--- config.mk ---
export PLATFORM = sky130hd
export DESIGN_NAME = calendar_date_counter
export DESIGN_NICKNAME = d
export VERILOG_FILES = /design/src/cdc_pkg.sv /design/src/cdc_date_step.sv /design/src/cdc_day_number.sv /design/src/calendar_date_counter.sv
export SDC_FILE = /design/constraint.sdc
export NUM_CORES = 2
export LEC_CHECK = 0
export ABC_AREA = 1
export BUFFER_PORTS_ARGS = -buffer_cell sky130_fd_sc_hd__buf_2
export CAP_MARGIN = 10
export CORE_UTILIZATION = 60
export DETAILED_ROUTE_END_ITERATION = 8
export PLACE_DENSITY = 0.77
export SLEW_MARGIN = 20
export SYNTH_ARGS = -nofsm -noshare
export SYNTH_HDL_FRONTEND = slang
export SYNTH_SLANG_ARGS = --single-unit
--- constraint.sdc ---
create_clock -name clk -period 13.1 [get_ports clk]
set_input_delay 0.655 -clock clk [delete_from_list [all_inputs] [get_ports clk]]
set_output_delay 0.655 -clock clk [all_outputs]
set_load 0.01 [all_outputs]
--- src/cdc_pkg.sv ---
// Shared types, constants and calendar helper functions for the calendar date counter.
package cdc_pkg;

  // Highest year the counter may hold, clipped to what the year field can carry.
  localparam int MAX_YEAR = 9999;
  localparam int YEAR_W = 14;
  localparam int YEAR_FIELD_MAX = (1 << YEAR_W) - 1;
  localparam logic [YEAR_W-1:0] TOP_YEAR =
    (MAX_YEAR > YEAR_FIELD_MAX) ? YEAR_W'(YEAR_FIELD_MAX) : YEAR_W'(MAX_YEAR);

  // Division by 25 and by 100 is done as a multiply by a scaled reciprocal.
  // Both are exact for every operand the 14-bit year can produce.
  localparam int RECIP_SHIFT = 19;
  localparam int RECIP_25 = 20972;
  localparam int RECIP_100 = 5243;

  // Operation codes carried in the mode field.
  localparam logic [1:0] MODE_NEXT = 2'd0;
  localparam logic [1:0] MODE_PREV = 2'd1;
  localparam logic [1:0] MODE_LOAD = 2'd2;

  // Status codes of a result.
  localparam logic [1:0] STATUS_OK = 2'd0;
  localparam logic [1:0] STATUS_INVALID = 2'd1;
  localparam logic [1:0] STATUS_HOLD = 2'd2;

  localparam logic [3:0] MONTH_FIRST = 4'd1;
  localparam logic [3:0] MONTH_LAST = 4'd12;
  localparam logic [4:0] DAY_FIRST = 5'd1;
  localparam logic [4:0] DAY_LAST_DEC = 5'd31;

  typedef struct packed {
    logic [1:0]        mode;
    logic [4:0]        load_day;
    logic [3:0]        load_month;
    logic [YEAR_W-1:0] load_year;
  } in_item_t;

  typedef struct packed {
    logic [4:0]        day;
    logic [3:0]        month;
    logic [YEAR_W-1:0] year;
    logic [21:0]       day_number;
    logic [1:0]        status;
  } out_item_t;

  typedef struct packed {
    logic [4:0]        day;
    logic [3:0]        month;
    logic [YEAR_W-1:0] year;
  } date_t;

  // A stepped date together with its status, before the day number is known.
  typedef struct packed {
    date_t      date;
    logic [1:0] status;
  } stage_t;

  // A year is leap when divisible by 4, except centuries not divisible by 400.
  // Among multiples of 100, divisibility by 400 is the same as by 16.
  function automatic logic is_leap(input logic [YEAR_W-1:0] y);
    logic [28:0]       prod;
    logic [9:0]        quot;
    logic [YEAR_W-1:0] back;
    prod = 29'(y) * 29'(RECIP_25);
    quot = 10'(prod >> RECIP_SHIFT);
    back = YEAR_W'(YEAR_W'(quot) * YEAR_W'(25));
    return (y[1:0] == 2'd0) && ((y[3:0] == 4'd0) || (back != y));
  endfunction

  // Length of a month; zero for a month code outside January to December.
  function automatic logic [4:0] days_in(input logic [3:0] m, input logic leap);
    logic [4:0] len;
    unique case (m)
      4'd1, 4'd3, 4'd5, 4'd7, 4'd8, 4'd10, 4'd12: len = 5'd31;
      4'd4, 4'd6, 4'd9, 4'd11:                    len = 5'd30;
      4'd2:                                       len = leap ? 5'd29 : 5'd28;
      default:                                    len = 5'd0;
    endcase
    return len;
  endfunction

  // Days of the year that lie before the first of month m.
  function automatic logic [8:0] days_before(input logic [3:0] m, input logic leap);
    logic [8:0] base;
    unique case (m)
      4'd2:    base = 9'd31;
      4'd3:    base = 9'd59;
      4'd4:    base = 9'd90;
      4'd5:    base = 9'd120;
      4'd6:    base = 9'd151;
      4'd7:    base = 9'd181;
      4'd8:    base = 9'd212;
      4'd9:    base = 9'd243;
      4'd10:   base = 9'd273;
      4'd11:   base = 9'd304;
      4'd12:   base = 9'd334;
      default: base = 9'd0;
    endcase
    return base + ((leap && (m > 4'd2)) ? 9'd1 : 9'd0);
  endfunction

endpackage

--- src/cdc_date_step.sv ---
// Next-date logic: one day forward, one day back, a checked load, or the date kept for mode 3.
module cdc_date_step import cdc_pkg::*; (
  input  date_t      cur,
  input  in_item_t   item,
  output date_t      date_nxt,
  output logic [1:0] status_nxt
);

  logic       leap_cur;
  logic       leap_ld;
  logic [4:0] dim_cur;
  logic [4:0] dim_prev;
  logic [4:0] dim_ld;
  logic       load_ok;

  assign leap_cur = is_leap(cur.year);
  assign leap_ld  = is_leap(item.load_year);
  assign dim_cur  = days_in(cur.month, leap_cur);
  assign dim_prev = days_in(cur.month - 4'd1, leap_cur);
  assign dim_ld   = days_in(item.load_month, leap_ld);

  assign load_ok = (item.load_month >= MONTH_FIRST) && (item.load_month <= MONTH_LAST) &&
                   (item.load_year <= TOP_YEAR) && (item.load_day != 5'd0) &&
                   (item.load_day <= dim_ld);

  always_comb begin
    date_nxt   = cur;
    status_nxt = STATUS_OK;
    unique case (item.mode)
      MODE_NEXT: begin
        priority if (cur.day < dim_cur) begin
          date_nxt.day = cur.day + 5'd1;
        end else if (cur.month < MONTH_LAST) begin
          date_nxt.day   = DAY_FIRST;
          date_nxt.month = cur.month + 4'd1;
        end else if (cur.year < TOP_YEAR) begin
          date_nxt.day   = DAY_FIRST;
          date_nxt.month = MONTH_FIRST;
          date_nxt.year  = cur.year + YEAR_W'(1);
        end else begin
          status_nxt = STATUS_HOLD;
        end
      end
      MODE_PREV: begin
        priority if (cur.day > DAY_FIRST) begin
          date_nxt.day = cur.day - 5'd1;
        end else if (cur.month > MONTH_FIRST) begin
          date_nxt.month = cur.month - 4'd1;
          date_nxt.day   = dim_prev;
        end else if (cur.year != '0) begin
          date_nxt.year  = cur.year - YEAR_W'(1);
          date_nxt.month = MONTH_LAST;
          date_nxt.day   = DAY_LAST_DEC;
        end else begin
          status_nxt = STATUS_HOLD;
        end
      end
      MODE_LOAD: begin
        if (load_ok) begin
          date_nxt.day   = item.load_day;
          date_nxt.month = item.load_month;
          date_nxt.year  = item.load_year;
        end else begin
          status_nxt = STATUS_INVALID;
        end
      end
      default: begin
        date_nxt = cur;
      end
    endcase
  end

endmodule

--- src/cdc_day_number.sv ---
// Two-stage pipeline that attaches the day number to a stepped date.
module cdc_day_number import cdc_pkg::*; (
  input  logic      clk,
  input  logic      rst_n,
  input  logic      in_valid,
  output logic      in_ready,
  input  stage_t    in_stage,
  output logic      out_valid,
  input  logic      out_stall,
  output out_item_t out_item
);

  typedef struct packed {
    stage_t      stage;
    logic [22:0] y365;
    logic [12:0] q4;
    logic [7:0]  q100;
    logic [7:0]  q400;
    logic [8:0]  doy;
  } part_t;

  logic        p_valid_r;
  part_t       p_r;
  part_t       p_nxt;
  logic        o_valid_r;
  out_item_t   o_r;
  out_item_t   o_nxt;
  logic        o_ready;
  logic [14:0] x4;
  logic [14:0] x100;
  logic [14:0] x400;
  logic [27:0] prod100;
  logic [27:0] prod400;
  logic        leap;
  logic [22:0] total;

  assign o_ready  = !o_valid_r || !out_stall;
  assign in_ready = !p_valid_r || o_ready;

  // First stage: the year times 365, the pieces of the leap-year count and the day of the year.
  assign x4      = {1'b0, in_stage.date.year} + 15'd3;
  assign x100    = {1'b0, in_stage.date.year} + 15'd99;
  assign x400    = {1'b0, in_stage.date.year} + 15'd399;
  assign prod100 = 28'(x100) * 28'(RECIP_100);
  assign prod400 = 28'(x400[14:2]) * 28'(RECIP_100);
  assign leap    = is_leap(in_stage.date.year);

  always_comb begin
    p_nxt.stage = in_stage;
    p_nxt.y365  = 23'(in_stage.date.year) * 23'd365;
    p_nxt.q4    = x4[14:2];
    p_nxt.q100  = prod100[26:19];
    p_nxt.q400  = prod400[26:19];
    p_nxt.doy   = days_before(in_stage.date.month, leap) + 9'(in_stage.date.day);
  end

  // Second stage: sum of the pieces.
  assign total = p_r.y365 + 23'(p_r.q4) + 23'(p_r.q400) + 23'(p_r.doy) - 23'(p_r.q100);

  always_comb begin
    o_nxt.day        = p_r.stage.date.day;
    o_nxt.month      = p_r.stage.date.month;
    o_nxt.year       = p_r.stage.date.year;
    o_nxt.day_number = total[21:0];
    o_nxt.status     = p_r.stage.status;
  end

  always_ff @(posedge clk) begin
    if (!rst_n) begin
      p_valid_r <= 1'b0;
      o_valid_r <= 1'b0;
    end else begin
      if (in_ready) begin
        p_valid_r <= in_valid;
      end
      if (o_ready) begin
        o_valid_r <= p_valid_r;
      end
    end
  end

  always_ff @(posedge clk) begin
    if (in_ready && in_valid) begin
      p_r <= p_nxt;
    end
    if (o_ready && p_valid_r) begin
      o_r <= o_nxt;
    end
  end

  assign out_valid = o_valid_r;
  assign out_item  = o_r;

endmodule

--- src/calendar_date_counter.sv ---
// Top level of the calendar date counter: date state, input stage and result pipeline.
//
// The counter holds one Gregorian date (day, month, year from 0 to TOP_YEAR) that
// starts at 1 January of year 0 after reset. Each input transaction steps the date
// one day forward, one day back, or loads a new date; every transaction yields
// exactly one result transaction carrying the date after the step, its day number
// (365 days per earlier year plus the leap days of earlier years plus the day of
// the current year, counting year 0 as leap) and a status. A load that names an
// impossible date is refused with the invalid status and the date is kept; a step
// beyond 31 December of TOP_YEAR or before 1 January of year 0 keeps the date and
// reports the hold status; mode 3 keeps the date with status ok. One transaction
// is accepted per clock cycle while in_stall is low. Its result passes through the
// input stage, the first day number stage and the result register before it is
// shown on the output. The loop through the date registers and the next-date
// logic sets the rate; the day number is worked out over the two following pipeline
// stages. The pipeline holds up to three transactions, so a stalled result does
// not stop input until those stages have filled.
module calendar_date_counter import cdc_pkg::*; (
  input  logic      clk,
  input  logic      rst_n,
  input  logic      in_valid,
  output logic      in_stall,
  input  in_item_t  in_item,
  output logic      out_valid,
  input  logic      out_stall,
  output out_item_t out_item
);

  // Current date. It changes as soon as a transaction is accepted, so the next
  // transaction in the following cycle already sees the stepped date.
  date_t      cur_r;
  date_t      cur_nxt;
  logic [1:0] status_nxt;

  // Input stage: the stepped date and status waiting for the day number pipeline.
  logic       s1_valid_r;
  logic       s1_valid_nxt;
  stage_t     s1_r;
  logic       dn_ready;
  logic       accept;

  cdc_date_step u_step (
    .cur        (cur_r),
    .item       (in_item),
    .date_nxt   (cur_nxt),
    .status_nxt (status_nxt)
  );

  // The input stage frees up whenever the day number pipeline takes its contents.
  assign in_stall = s1_valid_r && !dn_ready;
  assign accept   = in_valid && !in_stall;

  always_comb begin
    if (accept) begin
      s1_valid_nxt = 1'b1;
    end else if (dn_ready) begin
      s1_valid_nxt = 1'b0;
    end else begin
      s1_valid_nxt = s1_valid_r;
    end
  end

  always_ff @(posedge clk) begin
    if (!rst_n) begin
      cur_r.day   <= DAY_FIRST;
      cur_r.month <= MONTH_FIRST;
      cur_r.year  <= '0;
      s1_valid_r  <= 1'b0;
    end else begin
      s1_valid_r <= s1_valid_nxt;
      if (accept) begin
        cur_r <= cur_nxt;
      end
    end
  end

  // The payload of the input stage needs no reset; its valid bit guards it.
  always_ff @(posedge clk) begin
    if (accept) begin
      s1_r.date   <= cur_nxt;
      s1_r.status <= status_nxt;
    end
  end

  // Day number stages, the second of which is the result register. A stalled result
  // holds it there, and the stages behind it take input only until they are full.
  cdc_day_number u_day_number (
    .clk       (clk),
    .rst_n     (rst_n),
    .in_valid  (s1_valid_r),
    .in_ready  (dn_ready),
    .in_stage  (s1_r),
    .out_valid (out_valid),
    .out_stall (out_stall),
    .out_item  (out_item)
  );

endmodule

==> impl_results.rst <==
.. list-table::
   :header-rows: 1

   * - Metric
     - Value
   * - Vias in the first global route
     - 24,396
   * - Clock latency on the worst-skew pair
     - 500 ps
   * - Avg WL per Cell
     - 17.1 microns
   * - Yosys warning total
     - 0
   * - Unique masters post-synth
     - 58
   * - Diodes inserted
     - 0
   * - Die X
     - 237 microns
   * - RSZ-0062 raised after global routing
     - no
   * - Normalized max-slew margin
     - 0.307
   * - I/O Pins
     - 78
   * - Full die area
     - 56,400 sq um
   * - H-tree level count
     - 4
   * - Vias per Instance
     - 5.44
   * - Global placer's final weighted congestion
     - 0.927
   * - Number of buffers added to fix hold violations after cts
     - 0
   * - Number of cells on the worst hold path
     - 3
   * - Net count reported at finish
     - 4,844
   * - Proportion of register bits with asynchronous set or reset after synthesis
     - 0
   * - Share of the yosys chip area belonging to registers
     - 0.160
   * - Number of placement rows
     - 85
   * - Cts bufs inserted
     - 17
   * - Element type at the critical path end
     - flop
   * - Drt first-iter violations
     - 1,621
   * - Chip Height
     - 237 microns
   * - Root buffer selected by CTS
     - clkbuf_16
   * - Worst clock skew
     - 18.7 ps
   * - Mapped Nets
     - 4,765
   * - Quantity of I/O buffers inserted on ports
     - 77
   * - Overall track demand over capacity in global routing
     - 0.280
   * - Max_cap viols
     - 0
   * - Avg Cell Area, Syn
     - 9.26 sq um
   * - Area Growth Syn to Fin
     - 5.60%
   * - DRC violations left
     - 0
   * - Most common cell on crit path
     - inv_1
   * - Effective utilization at floorplan
     - 0.613
   * - Share of the synthesized area in the top cell type
     - 0.281
   * - CTS sink count
     - 189
   * - Sum of negative setup slack
     - 0 ps
   * - Logic depth of the worst register-to-register path
     - 47
   * - Setup crit start kind
     - flop
   * - Final hold violation count
     - 0
   * - Top FF cell, synth
     - edfxtp_1
   * - Via count
     - 23,827
   * - Fraction of the cycle the final worst path needs
     - 0.795
   * - Path class of the lowest-slack min-delay path
     - primary input to flop
   * - Clock tree from TritonCTS
     - yes
   * - Number of post-CTS setup repair buffers
     - 0
   * - Category of the critical setup timing path
     - flop to flop
   * - Post-CTS Resized
     - 0
   * - Maximum buffer depth of the clock tree
     - 2
   * - Final setup fails
     - 0
   * - Count of flip-flops with a built-in enable after synthesis
     - 154
   * - Max incr delay on CP
     - 710 ps
   * - Iteration count of the initial detailed-routing pass
     - 5
   * - Fill cell total of the finished layout
     - 4,420
   * - Overall overflow remaining after global route
     - 0
   * - Number of register bits inferred by synthesis
     - 189
   * - Post-Synthesis Cells
     - 3,593
   * - Required time reported for the critical path endpoint
     - 13,350 ps
   * - Wire length of the first global-routing pass
     - 123,000 microns
   * - Synthesized area
     - 33,300 sq um
   * - Worst-Margin Slew
     - 1040 ps
   * - Number of routed nets with antenna violations
     - 0
   * - Most common cell after layout, fill and taps aside
     - inv_1
   * - Commonest cells after routing, fill and taps aside
     - inv_1 (939), ha_1 (748), fa_1 (395)
   * - Area of the core region
     - 54,200 sq um
   * - Fraction of final layout cells sized beyond drive strength 1
     - 0.0475
   * - Arrival time reported for the critical path endpoint
     - 10,660 ps
   * - Clock-pin slew on the worst setup and hold paths
     - 80 ps
   * - Wire length reported by the detailed router
     - 75,100 microns
   * - Clock period minus worst slack
     - 10,410 ps
   * - Cells taking the most area after synthesis
     - ha_1 (28%), fa_1 (24%), edfxtp_1 (14%)
   * - Largest area contributor in the synthesized netlist
     - ha_1
   * - Hold WS
     - 384 ps
   * - Detailed-placement wirelength estimate
     - 63,300 microns
   * - Antenna violations before repair
     - 0
   * - Crit-path slowest cell
     - edfxtp_1
   * - Max-slew violation count
     - 0
   * - Status
     - finished clean
   * - Peak Freq
     - 96.0 MHz
   * - Pin count of the biggest net entering global routing
     - 75
   * - Critical path fanouts, max
     - 11
## cell usage after synthesis (4+ instances only)
library cell / n
clkbuf_1: 25
o211ai_2: 4
nand2_4: 5
nand3_2: 7
nor3_1: 20
xnor2_1: 52
nand2_1: 365
o2111ai_1: 6
a211oi_1: 7
ha_1: 748
o21ai_1: 25
o22ai_1: 5
clkinv_1: 4
a31oi_1: 10
xor2_1: 128
nand4_1: 33
o21ai_0: 113
inv_1: 940
nor2_1: 106
nand3_1: 101
a21o_1: 15
inv_2: 6
o211ai_1: 19
nand2_2: 8
dfxtp_1: 35
buf_2: 4
a21oi_1: 194
edfxtp_1: 154
o21bai_1: 11
fa_1: 395
## critical path, delay by kind of cell (launching register included)
family                   cells  cell delay [ps]
XOR/XNOR                     3              520
AO/OA/AOI/OAI               14             2440
flip-flops                   1              710
buffers and inverters        9              570
adder cells (fa/ha/maj)     12             4750
AND/OR/NAND/NOR              9             1160
## state kept, by name, summed over array words and instances (netlist names), named ones only
| signal | cells |
|---|---|
| u_day_number.o_nxt | 23 |
| s1_valid_r | 1 |
| u_day_number.out_item | 47 |
| cur_r | 23 |
| u_day_number.out_valid | 1 |
| s1_r | 25 |
| u_day_number.p_r | 59 |
| u_day_number.p_valid_r | 1 |
## through the flow
step | worst slack, ps | util | std cells | cell area [sq um]
final | 2690 | 0.647 | 4381 | 35100
after global routing | 1810 | 0.647 | 4381 | 35100
after CTS | 2630 | 0.647 | 4381 | 35100
after detailed placement | 2510 | 0.636 | 4349 | 34500
after global placement | 2740 | 0.636 | 4349 | 34500
after floorplan | 3680 | - | 3593 | 33300
## path summary, 6_finish.rpt
path | startpoint | to | slack [ps]
setup / recovery | s1_r[10] | u_day_number.p_r[8] | 2690
hold / removal | in_valid | s1_valid_r | 380
setup reg to reg | s1_r[10] | u_day_number.p_r[8] | 2690
hold reg to reg | u_day_number.o_nxt[44] | u_day_number.out_item[44] | 420
## routing by layer
layer,part of all wire,global-route usage
met4,0.035,0.104
met5,0,0
met1,0.43,0.360
met3,0.059,0.0387
met2,0.48,0.480
## cells by family after synthesis
family,synth area share
flops,0.160
compound gates,0.0719
xor+xnor,0.0474
fa+ha+maj,0.519
simple gates,0.0895
buf+inv,0.112
## cell type report
cell class	instances	area [sq um]	area share
Multi-Input combinational cell	2420	24200	0.690
Sequential cell	189	5330	0.152
Inverter	952	3580	0.102
Tap cell	696	871	0.0248
Timing Repair Buffer	92	498	0.0142
Clock buffer	18	439	0.0125
Clock inverter	14	175	0.00499
Power is not shown: default switching activity piles up to over one toggle a cycle in this logic, so the estimate is an artifact.
